==> src/design/assert_macros.svh <==
// Assertion macros used by the top-level design file of the point rotation block.
`ifndef ASSERT_MACROS_SVH
`define ASSERT_MACROS_SVH
`ifndef SYNTHESIS
`define PRA_ASSERT(label, clk, rst, prop) \
   label: assert property (@(posedge clk) disable iff (rst) prop) \
      else $error("point rotation assertion failed");
`define PRA_ASSERT_NOW(label, clk, rst, cond) \
   label: assert property (@(posedge clk) disable iff (rst) (cond)) \
      else $error("point rotation condition failed");
`else
`define PRA_ASSERT(label, clk, rst, prop)
`define PRA_ASSERT_NOW(label, clk, rst, cond)
`endif
`endif

==> src/design/pra_pkg.sv <==
// Types, constants and the arctangent table of the point rotation block.
package pra_pkg;

   localparam int TRIG_W    = 32;
   localparam int Z_W       = 34;
   localparam int TRIG_FRAC = 30;
   localparam int ATAN_LEN  = 32;

   localparam logic signed [TRIG_W-1:0] GAIN_Q30 = 32'sd652032874;

   localparam logic [31:0] ATAN_TURN [ATAN_LEN] = '{
      32'h20000000, 32'h12E4051E, 32'h09FB385B, 32'h051111D4,
      32'h028B0D43, 32'h0145D7E1, 32'h00A2F61E, 32'h00517C55,
      32'h0028BE53, 32'h00145F2F, 32'h000A2F98, 32'h000517CC,
      32'h00028BE6, 32'h000145F3, 32'h0000A2FA, 32'h0000517D,
      32'h000028BE, 32'h0000145F, 32'h00000A30, 32'h00000518,
      32'h0000028C, 32'h00000146, 32'h000000A3, 32'h00000051,
      32'h00000029, 32'h00000014, 32'h0000000A, 32'h00000005,
      32'h00000003, 32'h00000001, 32'h00000001, 32'h00000000
   };

   localparam logic [1:0] PP_AC  = 2'd0;
   localparam logic [1:0] PP_BNS = 2'd1;
   localparam logic [1:0] PP_AS  = 2'd2;
   localparam logic [1:0] PP_BC  = 2'd3;

   typedef enum logic [1:0] {
      AXIS_X    = 2'd0,
      AXIS_Y    = 2'd1,
      AXIS_Z    = 2'd2,
      AXIS_NONE = 2'd3
   } axis_type;

   typedef enum logic [1:0] {
      QUAD_0 = 2'd0,
      QUAD_1 = 2'd1,
      QUAD_2 = 2'd2,
      QUAD_3 = 2'd3
   } quad_type;

   typedef struct packed {
      logic     valid;
      axis_type axis;
      quad_type quad;
   } pipe_ctl_type;

endpackage

==> src/design/pra_round_sat.sv <==
// Product assembly, then rounding, saturation and placement of the results.
module pra_round_sat #(
   parameter int  COORD_WIDTH = 32,
   localparam int LO_W   = COORD_WIDTH / 2,
   localparam int HI_W   = COORD_WIDTH - LO_W,
   localparam int HPP_W  = HI_W + pra_pkg::TRIG_W,
   localparam int LPP_W  = LO_W + 1 + pra_pkg::TRIG_W,
   localparam int PROD_W = COORD_WIDTH + pra_pkg::TRIG_W,
   localparam int SUM_W  = PROD_W + 2
) (
   input  logic                                 clock,
   input  logic                                 reset,
   input  logic                                 load_a,
   input  logic                                 load_b,
   input  pra_pkg::pipe_ctl_type                up_ctl,
   input  logic [3*COORD_WIDTH-1:0]             up_point,
   input  logic signed [HPP_W-1:0]              up_hi [4],
   input  logic signed [LPP_W-1:0]              up_lo [4],
   output logic                                 mid_valid,
   output pra_pkg::pipe_ctl_type                dn_ctl,
   output logic signed [COORD_WIDTH-1:0]        dn_x,
   output logic signed [COORD_WIDTH-1:0]        dn_y,
   output logic signed [COORD_WIDTH-1:0]        dn_z
);

   localparam int TOP_W = SUM_W - COORD_WIDTH - pra_pkg::TRIG_FRAC + 1;
   localparam logic [SUM_W-1:0] HALF =
      {{(SUM_W-pra_pkg::TRIG_FRAC){1'b0}}, 1'b1, {(pra_pkg::TRIG_FRAC-1){1'b0}}};

   function automatic logic [COORD_WIDTH-1:0] saturate(input logic [SUM_W-1:0] s);
      logic [TOP_W-1:0] top;
      top = s[SUM_W-1:COORD_WIDTH+pra_pkg::TRIG_FRAC-1];
      if (&top || !(|top)) begin
         return s[COORD_WIDTH+pra_pkg::TRIG_FRAC-1:pra_pkg::TRIG_FRAC];
      end else if (s[SUM_W-1]) begin
         return {1'b1, {(COORD_WIDTH-1){1'b0}}};
      end else begin
         return {1'b0, {(COORD_WIDTH-1){1'b1}}};
      end
   endfunction

   logic signed [PROD_W-1:0]     prod_in [4];
   logic [SUM_W-1:0]             sum_ra;
   logic [SUM_W-1:0]             sum_rb;
   logic [COORD_WIDTH-1:0]       res_a;
   logic [COORD_WIDTH-1:0]       res_b;
   logic [COORD_WIDTH-1:0]       px;
   logic [COORD_WIDTH-1:0]       py;
   logic [COORD_WIDTH-1:0]       pz;
   logic [COORD_WIDTH-1:0]       x_in;
   logic [COORD_WIDTH-1:0]       y_in;
   logic [COORD_WIDTH-1:0]       z_in;

   logic                         mid_valid_ff;
   pra_pkg::axis_type            mid_axis_ff;
   pra_pkg::quad_type            mid_quad_ff;
   logic [3*COORD_WIDTH-1:0]     mid_point_ff;
   logic signed [PROD_W-1:0]     prod_ff [4];

   logic                         valid_ff;
   pra_pkg::axis_type            axis_ff;
   pra_pkg::quad_type            quad_ff;
   logic [COORD_WIDTH-1:0]       x_ff;
   logic [COORD_WIDTH-1:0]       y_ff;
   logic [COORD_WIDTH-1:0]       z_ff;

   always_comb begin
      for (int k = 0; k < 4; k++) begin
         prod_in[k] = (PROD_W'(up_hi[k]) <<< LO_W) + PROD_W'(up_lo[k]);
      end
   end

   always_comb begin
      sum_ra = SUM_W'(prod_ff[pra_pkg::PP_AC]) + SUM_W'(prod_ff[pra_pkg::PP_BNS]) + HALF;
      sum_rb = SUM_W'(prod_ff[pra_pkg::PP_AS]) + SUM_W'(prod_ff[pra_pkg::PP_BC]) + HALF;
      res_a  = saturate(sum_ra);
      res_b  = saturate(sum_rb);

      px = mid_point_ff[COORD_WIDTH-1:0];
      py = mid_point_ff[2*COORD_WIDTH-1:COORD_WIDTH];
      pz = mid_point_ff[3*COORD_WIDTH-1:2*COORD_WIDTH];

      case (mid_axis_ff)
         pra_pkg::AXIS_X: begin
            x_in = px;
            y_in = res_a;
            z_in = res_b;
         end
         pra_pkg::AXIS_Y: begin
            x_in = res_b;
            y_in = py;
            z_in = res_a;
         end
         pra_pkg::AXIS_Z: begin
            x_in = res_b;
            y_in = res_a;
            z_in = pz;
         end
         pra_pkg::AXIS_NONE: begin
            x_in = px;
            y_in = py;
            z_in = pz;
         end
      endcase
   end

   always_ff @(posedge clock) begin
      if (reset) begin
         mid_valid_ff <= 1'b0;
         valid_ff     <= 1'b0;
      end else begin
         if (load_a) begin
            mid_valid_ff <= up_ctl.valid;
         end
         if (load_b) begin
            valid_ff <= mid_valid_ff;
         end
      end
   end

   always_ff @(posedge clock) begin
      if (load_a) begin
         mid_axis_ff  <= up_ctl.axis;
         mid_quad_ff  <= up_ctl.quad;
         mid_point_ff <= up_point;
         prod_ff      <= prod_in;
      end
      if (load_b) begin
         axis_ff <= mid_axis_ff;
         quad_ff <= mid_quad_ff;
         x_ff    <= x_in;
         y_ff    <= y_in;
         z_ff    <= z_in;
      end
   end

   assign mid_valid = mid_valid_ff;
   assign dn_ctl    = '{valid: valid_ff, axis: axis_ff, quad: quad_ff};
   assign dn_x      = x_ff;
   assign dn_y      = y_ff;
   assign dn_z      = z_ff;

endmodule

==> config.mk <==
export PLATFORM = sky130hd
export DESIGN_NAME = pra_round_sat
export DESIGN_NICKNAME = d
export VERILOG_FILES = /design/src/design/assert_macros.svh /design/src/design/pra_pkg.sv /design/src/design/pra_round_sat.sv
export SDC_FILE = /design/constraint.sdc
export NUM_CORES = 1
export LEC_CHECK = 0
export BUFFER_PORTS_ARGS = -buffer_cell sky130_fd_sc_hd__buf_2
export CORE_MARGIN = 3
export CORE_UTILIZATION = 35
export DETAILED_ROUTE_END_ITERATION = 6
export SLEW_MARGIN = 10
export SYNTH_ARGS = -nofsm -noshare
export SYNTH_HDL_FRONTEND = slang
export SYNTH_SLANG_ARGS = --single-unit
==> constraint.sdc <==
create_clock -name clock -period 6.7 [get_ports clock]
set_clock_uncertainty 0.05 [all_clocks]
set_input_delay 0.335 -clock clock [delete_from_list [all_inputs] [get_ports clock]]
set_output_delay 0.335 -clock clock [all_outputs]
set_load 0.1 [all_outputs]
* Word level (Yosys, flattened, before mapping)
Index checks and enable logic that the tools add are counted.
** Storage, ports and cells
- Bits in registers :: 458
- Input bits :: 493
- Output and inout bits :: 102
- Logic and storage cells :: 46
** Cells by class
- Add/subtract/negate cells :: 8
- Eq/ne operators :: 3
- Muxes and demuxes :: 7
- Reductions and logical operators :: 14
** Operators with widths (number)
- $add 64x49->64 :: 4
- $add 65x31->66 const B :: 2
- $add 64x64->65 :: 2
- $mux 32 :: 4
- $pmux 32 s2 :: 2
- $pmux 32 s3 :: 1
- $reduce_and 5->1 :: 2
- $reduce_or 2->1 :: 5
- $reduce_or 5->1 :: 2
- $eq 2x2->1 const B :: 2
- $eq 2x1->1 const B :: 1
- $logic_not 1->1 :: 2
- $logic_not 2->1 :: 1
- $logic_or 1x1->1 :: 2

* Logic depth before layout (Yosys ltp)
Gate-level depths: netlist (run 1).
- Word-level depth :: 7
- Mapped depth :: 17
- Depth with buffers taken out :: 16

* Worst setup path before layout (run 1)
No wires, ideal clock.
- Kind :: reg2reg
- Start :: register prod_ff[148] in the netlist's numbering
- End :: register z_ff[30], in the netlist dn_z[30] (data pin)
- Setup time :: 0.278 ns
- Arrival time :: 3.756 ns
- Required time :: 6.372 ns
- Setup slack :: 2.616 ns
- Cell stages (with the launch flop) :: 15
- Buffers on the path :: 1
- Period minus slack after synthesis :: 4.084 ns
- Cell sequence :: edfxtp_1 -> ha_1 -> ha_1 -> nand4_1 -> nor4_1 -> nand2_1 -> o21ai_0 -> o21ai_0 -> o41ai_1 -> a31oi_1 -> xnor2_1 -> o41a_1 -> a21oi_1 -> clkbuf_1 -> a22oi_1
** Between the ends
- Cells in the longest elaborated chain, start to end :: 7
- Elaborated cells on any way between the ends :: 9
- Those cells by class :: add/sub: 2; mux: 3; reduce/logical: 4
** RTL lines
- start: declaration :: line pra_round_sat.sv:58 : logic signed [PROD_W-1:0] prod_ff [4];
- start signal: assignment :: line pra_round_sat.sv:126 : prod_ff <= prod_in;
- $add 64x64->65 * :: line pra_round_sat.sv:74 : sum_ra = SUM_W'(prod_ff[pra_pkg::PP_AC]) + SUM_W'(prod_ff[pra_pkg::PP_BNS]) + HALF;
- $add 65x31->66 * :: line pra_round_sat.sv:74
- $reduce_or 5->1 :: line pra_round_sat.sv:33 : if (&top || !(|top)) begin
- $logic_not 1->1 :: line pra_round_sat.sv:33
- $logic_or 1x1->1 :: line pra_round_sat.sv:33
- $mux 32 * :: line pra_round_sat.sv:33
- $pmux 32 s3 * :: line pra_round_sat.sv:83 : case (mid_axis_ff)
- net z_in[30] :: line pra_round_sat.sv:52 : logic [COORD_WIDTH-1:0] z_in;
- end signal: assignment :: line pra_round_sat.sv:133 : z_ff <= z_in;
- end: declaration :: line pra_round_sat.sv:65 : logic [COORD_WIDTH-1:0] z_ff;
The timed path passes the listed nets; every way through them passes the cells marked *.
A chain may end at the register's enable or synchronous reset.

* Final worst setup path (run 1)
- Start :: register prod_ff[8] in the netlist's numbering
- End :: register z_ff[13], in the netlist dn_z[13] (data pin)
** Between the ends
- Cells in the longest elaborated chain, start to end :: 7
- Elaborated cells on any way between the ends :: 9
- Those cells by class :: add/sub: 2; mux: 3; reduce/logical: 4
** RTL lines
- $add 64x64->65 * :: line pra_round_sat.sv:75 : sum_rb = SUM_W'(prod_ff[pra_pkg::PP_AS]) + SUM_W'(prod_ff[pra_pkg::PP_BC]) + HALF;
- $add 65x31->66 * :: line pra_round_sat.sv:75
- $reduce_or 5->1 :: line pra_round_sat.sv:33
- $logic_not 1->1 :: line pra_round_sat.sv:33
- $logic_or 1x1->1 :: line pra_round_sat.sv:33
- $mux 32 * :: line pra_round_sat.sv:33
- $pmux 32 s3 * :: line pra_round_sat.sv:83
- net z_in[13] :: line pra_round_sat.sv:52
Marked as above.

==> flow_summary.yaml, run 1 <==
synthesis:
  synth_edf_count: 456
  synthFlopType: "edfxtp_1"
  synthSimpleGateAreaFrac_pct: 10.9
  ys_seq_area_share_pct: 42.3
  synth_compound_area_share_pct: 20.4
  ys_seq_elements: 458
  yosys.area_share.xor_xnor_pct: 6.53
  ys_types: 73
  synth_mux_area_share_pct: 0.123
  ys_warn_count: 0
  synthAdderAreaFrac_pct: 17.4
  syn_area_sq_um: 32400
  syn_area_per_cell_sq_um: 10.4
  synth_top_family_by_area: "compound AO/OA/AOI/OAI gates"
  syn-num-nets: 4074
  synthCells: 3133
  synthArstFlopShare_pct: 0
floorplanning:
  fp.dieH_um: 310
  io-pin-count: 595
  design.core.area_sq_um: 91800
  dieArea_sq_um: 96400
  fp.dieW_um: 310
  std_cell_rows: 111
  start_util_pct: 35.3
cts:
  holdBufCountCts: 174
  cts-resized-gates: 0
  post_cts_buffers: 0
  clk_path_buf_depth: 3
  cts_root_buf: "clkbuf_16"
  tritoncts: "built"
  cts.sink_count: 458
  clk_pin_slew_worst_paths_ns: 0.06
  clock_latency_ns: 0.61
  cts_buffers: 57
  cts_max_level: 2
timing:
  slew_headroom_pct: 25.4
  finalCriticalPeriod_ns: 5.57
  timing.final.ws_setup_ns: 1.13
  fin_crit_sh_pct: 83.1
  rsz0062_at_grt: "no"
  tightest_slew_ns: 1.11
  finalHoldViolations: 0
  tns_ns: 0
  maxSlewViolCount: 0
  fmax_ghz: 0.180
  setup_violations: 0
route:
  dr.pass1.iters: 5
  via_per_inst: 5.31
  num_vias: 27500
  drtIter0Drc: 1924
  wl_um: 106000
  drc: 0
  ant_nets: 0
  routedWlPerCell_um: 20.5
critical_path:
  worstPathRequired_ns: 6.95
  cp_max_fo: 31
  cp_slowest_cell: "nor4b_1"
  worst-path-buf-inv: 0
  start_kind: "flop"
  cpLargestDelayFamily: "compound AO/OA/AOI/OAI gates"
  path_class: "reg2reg"
  arrival_ns: 5.82
  slowest_delay_ns: 0.74
  cp_cell_sequence: "ha_1, ha_1, a21oi_1, o21ai_0, nor4b_1, o21ai_1, a211oi_1, o31a_1, o41a_1, o21ai_1, xnor2_1, a41oi_1, nor2b_4, a22oi_1"
  endpoint_kind: "flop"
power:
  leakage_nw: 17.5
  pwr_density_cell_nw_per_um2: 339
  vdd_ir_drop_max_mv: 0.169
placed_design:
  place_area_sq_um: 36800
  numPortBuffers: 594
  hpwl_um: 84000
  place_ws_ns: 1.00
  routabilityCongestion: 0.921
  placedCellCount: 4894
cells_and_area:
  fin_cells: 5182
  drive_gt1_share_pct: 18.3
  fin_nets: 4825
  fin_util_pct: 44.2
  syn_to_final_growth_pct: 25.0
  final_common_cell: "buf_2"
  final_cell_mix: "buf_2, edfxtp_1, ha_1, a21oi_1, nor2_1"
  fillers: 8822
  final_area_sq_um: 40500
worst_hold_path:
  hold_path_class: "in2reg"
flow_run:
  drv_cap: 0
grt:
  antenna_found_initial: 18
  grt_pass1_wl_um: 156000
  overflow: 0
  grt_pass1_vias: 27400
  grt_max_degree: 143
  grt_use_total_pct: 21.2
status:
  outcome: "complete, no violations"
-- layout make-up --
cell class,count,area (sq um),share of cell area (%)
multi-input cells,2471,18000,44.4
flip-flops and latches,458,13700,33.9
repair buffers,784,4870,12.0
well taps,1243,1560,3.84
clock buffers,68,1490,3.67
clock inverters,37,472,1.16
inverters,112,420,1.04
diodes,9,22.5,0.0555
-- where the power goes --
group / switching, mW / total, mW / internal [mW]
combinational: 4.51 / 6.53 / 2.02
sequential: 0.200 / 3.98 / 3.78
clock: 1.26 / 3.22 / 1.97
-- stage by stage --
step / hold slack, ns / total power [mW]
finish: 0.0760 / 13.7
detailed placement: 0.360 / 10.5
floorplan: 0.350 / 8.50
CTS: 0.0279 / 13.9
global placement: 0.351 / 10.5
global route: 0.0569 / 14.6
-- metal layers --
metal	global-route usage (%)	wire length, um	vias to the layer above
met1	27.6	46500	13000
met3	4.38	7470	154
met2	35.6	49300	920
li1	-	-	13500
met5	0	47	-
met4	5.96	2890	6
-- final timing paths --
kind | from | depth (start not counted) | to | slack, ns
worst max-delay path | prod_ff[8] | 14 | dn_z[13] | 1.13
worst min-delay path | up_hi[95] | 3 | prod_ff[127] | 0.08
worst max register to register | prod_ff[8] | 14 | dn_z[13] | 1.13
worst min register to register | mid_quad_ff[1] | 0 | quad_ff[1] | 0.39
-- registers in the layout, summed over array words and instances, names as in the netlist --
register / flops
axis_ff: 2
dn_x: 32
dn_y: 32
dn_z: 32
mid_axis_ff: 2
mid_point_ff: 96
mid_quad_ff: 2
mid_valid: 1
prod_ff: 256
quad_ff: 2
valid_ff: 1
-- worst register-to-register path: cells and delay by family, from the launching register on --
| family | cells | cell delay [ns] |
|---|---|---|
| flip-flops | 1 | 0.36 |
| AND/OR/NAND/NOR | 2 | 1.48 |
| AO/OA/AOI/OAI | 9 | 2.45 |
| adder cells (fa/ha/maj) | 2 | 0.61 |
| XOR/XNOR | 1 | 0.32 |
-- logic make-up (layout without fill, tap and decap cells) --
family,Yosys count,after routing
adder cells (fa/ha/maj),448,448
multiplexers,4,4
XOR/XNOR,242,242
buffers and inverters,204,1001
AO/OA/AOI/OAI,1047,1047
flip-flops,458,458
other,0,9
AND/OR/NAND/NOR,730,730
-- cell usage after synthesis (5+ instances only) --
master,count,area [sq um]
a21o_1,163,1220
nor2b_1,33,206
xor2_1,70,613
edfxtp_1,456,13700
o21a_1,35,263
nand2_1,187,702
nand3_1,58,290
a21oi_1,386,1930
clkbuf_1,84,315
a21boi_0,7,52.6
o211ai_1,18,135
nor2_1,198,743
a211oi_1,29,218
and3_1,23,144
nand4_1,73,457
nor4_1,9,56.3
and2_1,10,62.6
ha_1,444,5560
inv_1,112,420
o31ai_1,6,45.0
o21ai_0,162,811
nand2b_1,55,344
or3_1,12,75.1
a41oi_1,9,78.8
o22ai_1,7,43.8
a221o_1,6,60.1
nor3_1,42,210
o41a_1,5,56.3
or2_2,5,31.3
a31oi_1,25,156
xnor2_1,172,1510
o31a_1,7,61.3
and4_1,6,52.6
o21bai_1,53,398
o311ai_0,6,52.6
o41ai_1,9,78.8
a221oi_1,11,96.3
a2111oi_0,6,52.6
a22oi_1,61,458
No activity file was read; power rests on OpenSTA's default activity.
==> run 2: changes to the inputs <==
ABC_AREA = 1   (was unset)
clock period = 4.8 ns   (was 6.7 ns; I/O delays follow)
==> flow_summary.yaml, run 2 <==
status:
  outcome: "finished, violations left"
  violations: "negative hold slack"
synthesis:
  ys_warn_count: 0
  yosysTopAreaCell: "edfxtp_1"
  yosys.area.top_type_share_pct: 36.5
  synthArstFlopShare_pct: 0
  ys_seq_elements: 458
  ys_types: 51
  syn_area_per_cell_sq_um: 7.89
  synth_edf_count: 456
  syn-num-nets: 5696
  synthCells: 4755
  synth_common_cells: "nand2_1, inv_1, nor2_1"
  ys_seq_area_share_pct: 36.6
  synthFlopType: "edfxtp_1"
  yosysMostFrequentCell: "nand2_1"
  synthTopCellsByArea: "edfxtp_1, ha_1, nand2_1"
  syn_area_sq_um: 37500
cts:
  post_cts_buffers: 0
  cts_max_level: 2
  clk_pin_slew_worst_paths_ns: 0.06
  clk_path_buf_depth: 3
  tritoncts: "built"
  cts_buffers: 56
  cts.sink_count: 458
  cts_root_buf: "clkbuf_16"
  clock_latency_ns: 0.67
critical_path:
  cp_max_fo: 38
  endpoint_kind: "flop"
  r2r_cells: 18
  startpoint: "prod_ff[27]"
  arrival_ns: 4.40
  r2r_slack_ns: 0.77
  critPathCapture: "dn_z[6]"
  start_kind: "flop"
  regToRegStartpoint: "prod_ff[27]"
  worstPathRequired_ns: 5.17
  r2r-end: "dn_z[6]"
  path_class: "reg2reg"
grt:
  grt_max_degree: 96
  antenna_found_initial: 4
  grt_pass1_wl_um: 220000
  overflow: 0
  grt_use_total_pct: 25.9
  grt_pass1_vias: 36300
route:
  ant_nets: 0
  wl_um: 148000
  dr.pass1.iters: 6
  routedWlPerCell_um: 21.2
  via_per_inst: 5.16
  drtIter0Drc: 2678
  drc: 0
  num_vias: 36100
timing:
  fmax_ghz: 0.248
  setup_violations: 0
  rsz0062_at_grt: "no"
  finalCriticalPeriod_ns: 4.03
  finalHoldViolations: 3
  maxSlewViolCount: 0
  fin_crit_sh_pct: 84.0
  hold_ws_ns: -0.0276
  tns_ns: 0
  tightest_slew_ns: 1.09
  slew_headroom_pct: 27.3
cells_and_area:
  syn_to_final_growth_pct: 22.0
  fin_util_pct: 43.2
  fillers: 10800
  multi_input_area_sq_um: 21100
  seq_area_sq_um: 13700
  top_register: "prod_ff"
  largest_reg_flops: 256
  reg_top3: "prod_ff x256, mid_point_ff x96"
  fin_nets: 6489
  final_cell_mix: "nand2_1, inv_1, nor2_1, buf_2, a21oi_1"
  drive_gt1_share_pct: 13.3
  final_common_cell: "nand2_1"
power:
  pwr_density_cell_nw_per_um2: 453
  leakage_nw: 20.9
  vdd_ir_drop_max_mv: 0.317
  p_switching_mw: 10.0
  clkPwrFrac_pct: 20.7
  seqPwrFrac_pct: 27.1
  switching_share_pct: 48.5
  comb_power_share_pct: 52.2
  p_int_mw: 10.7
floorplanning:
  dieArea_sq_um: 111000
  std_cell_rows: 119
  start_util_pct: 35.4
  fp.dieH_um: 333
  design.core.area_sq_um: 106000
  fp.dieW_um: 333
  io-pin-count: 595
placed_design:
  hpwl_um: 125000
  routabilityCongestion: 1.01
  numPortBuffers: 594
worst_hold_path:
  hold_path_class: "in2reg"
flow_run:
  drv_cap: 0
[run 2: cells by family after synthesis]
| kind of cell | count (synthesis) | share of synthesized area (%) |
|---|---|---|
| xor gates and xnor gates | 235 | 5.49 |
| buffers and inverters | 678 | 7.00 |
| adders and majority gates | 448 | 15.0 |
| and+or+nand+nor | 1954 | 21.1 |
| DFF | 458 | 36.6 |
| muxes | 2 | 0.0534 |
| AOI/OAI and AO/OA | 980 | 14.7 |
[run 2: metal layers]
layer / routed length [um] / track usage [%] / share of wire (%)
met3: 7200 / 2.78 / 4.9
met4: 6220 / 9.79 / 4.2
met1: 64500 / 33.7 / 44
met5: 13 / 0 / 0.0088
met2: 70300 / 44.2 / 47
[run 2: through the flow]
stage               area (sq um)  cells  power [mW]  hold WS, ns  worst slack, ns
floorplan                  37500   4755        12.7        0.262             2.03
global placement           42100   6705        16.3        0.356            0.843
detailed placement         42100   6705        16.3        0.365            0.792
CTS                        45700   6982        20.8      0.00899            0.782
global route               45700   6982        21.9      0.00614            0.449
finish                     45700   6987        20.7      -0.0276            0.769
[run 2: area by class of cell]
class / count / area share, %
tap: 1391 / 3.81
antenna: 5 / 0.0274
clock inverter: 33 / 0.859
timing repair buffer: 784 / 10.7
inverter: 629 / 5.16
clock buffer: 68 / 3.16
sequential: 458 / 30.0
multi-input combinational: 3619 / 46.2
[run 2: worst min path at each step]
| stage | start | to | slack (ns) | cells after the start |
|---|---|---|---|---|
| detailed placement | mid_quad_ff[0] | quad_ff[0] | 0.37 | 0 |
| CTS | up_hi[138] | prod_ff[186] | 0.009 | 3 |
| floorplan | reset | mid_valid | 0.26 | 1 |
| finish | load_a | prod_ff[204] | -0.03 | 1 |
| global route | load_a | prod_ff[204] | 0.006 | 1 |
| global placement | mid_quad_ff[0] | quad_ff[0] | 0.36 | 0 |
[run 2: power by group through the flow]
stage	clock (mW)	combinational, mW	sequential, mW
finish	4.29	10.8	5.62
global route	4.54	11.7	5.66
CTS	4.39	10.7	5.62
detailed placement	0	10.6	5.70
global placement	0	10.6	5.71
floorplan	0	5.62	7.08
[run 2: critical path, stage by stage (launching register included)]
cell,delay [ns]
edfxtp_1,0.37
ha_1,0.32
ha_1,0.35
nand2_1,0.09
nor2_1,0.27
nand2_1,0.22
nor4_1,0.21
nand2_1,0.11
nand2_1,0.22
nand2_1,0.12
nand2_1,0.08
nand2_1,0.05
nand2_1,0.16
inv_2,0.06
nand2_2,0.50
buf_4,0.33
nand2_1,0.07
nor2_1,0.14
a21oi_1,0.07
[run 2: repair_timing]
item / in CTS / in global routing
hold buffers: 176 / 0
hold endpoints to repair: 172 / 0
gates resized for setup: 0 / 0
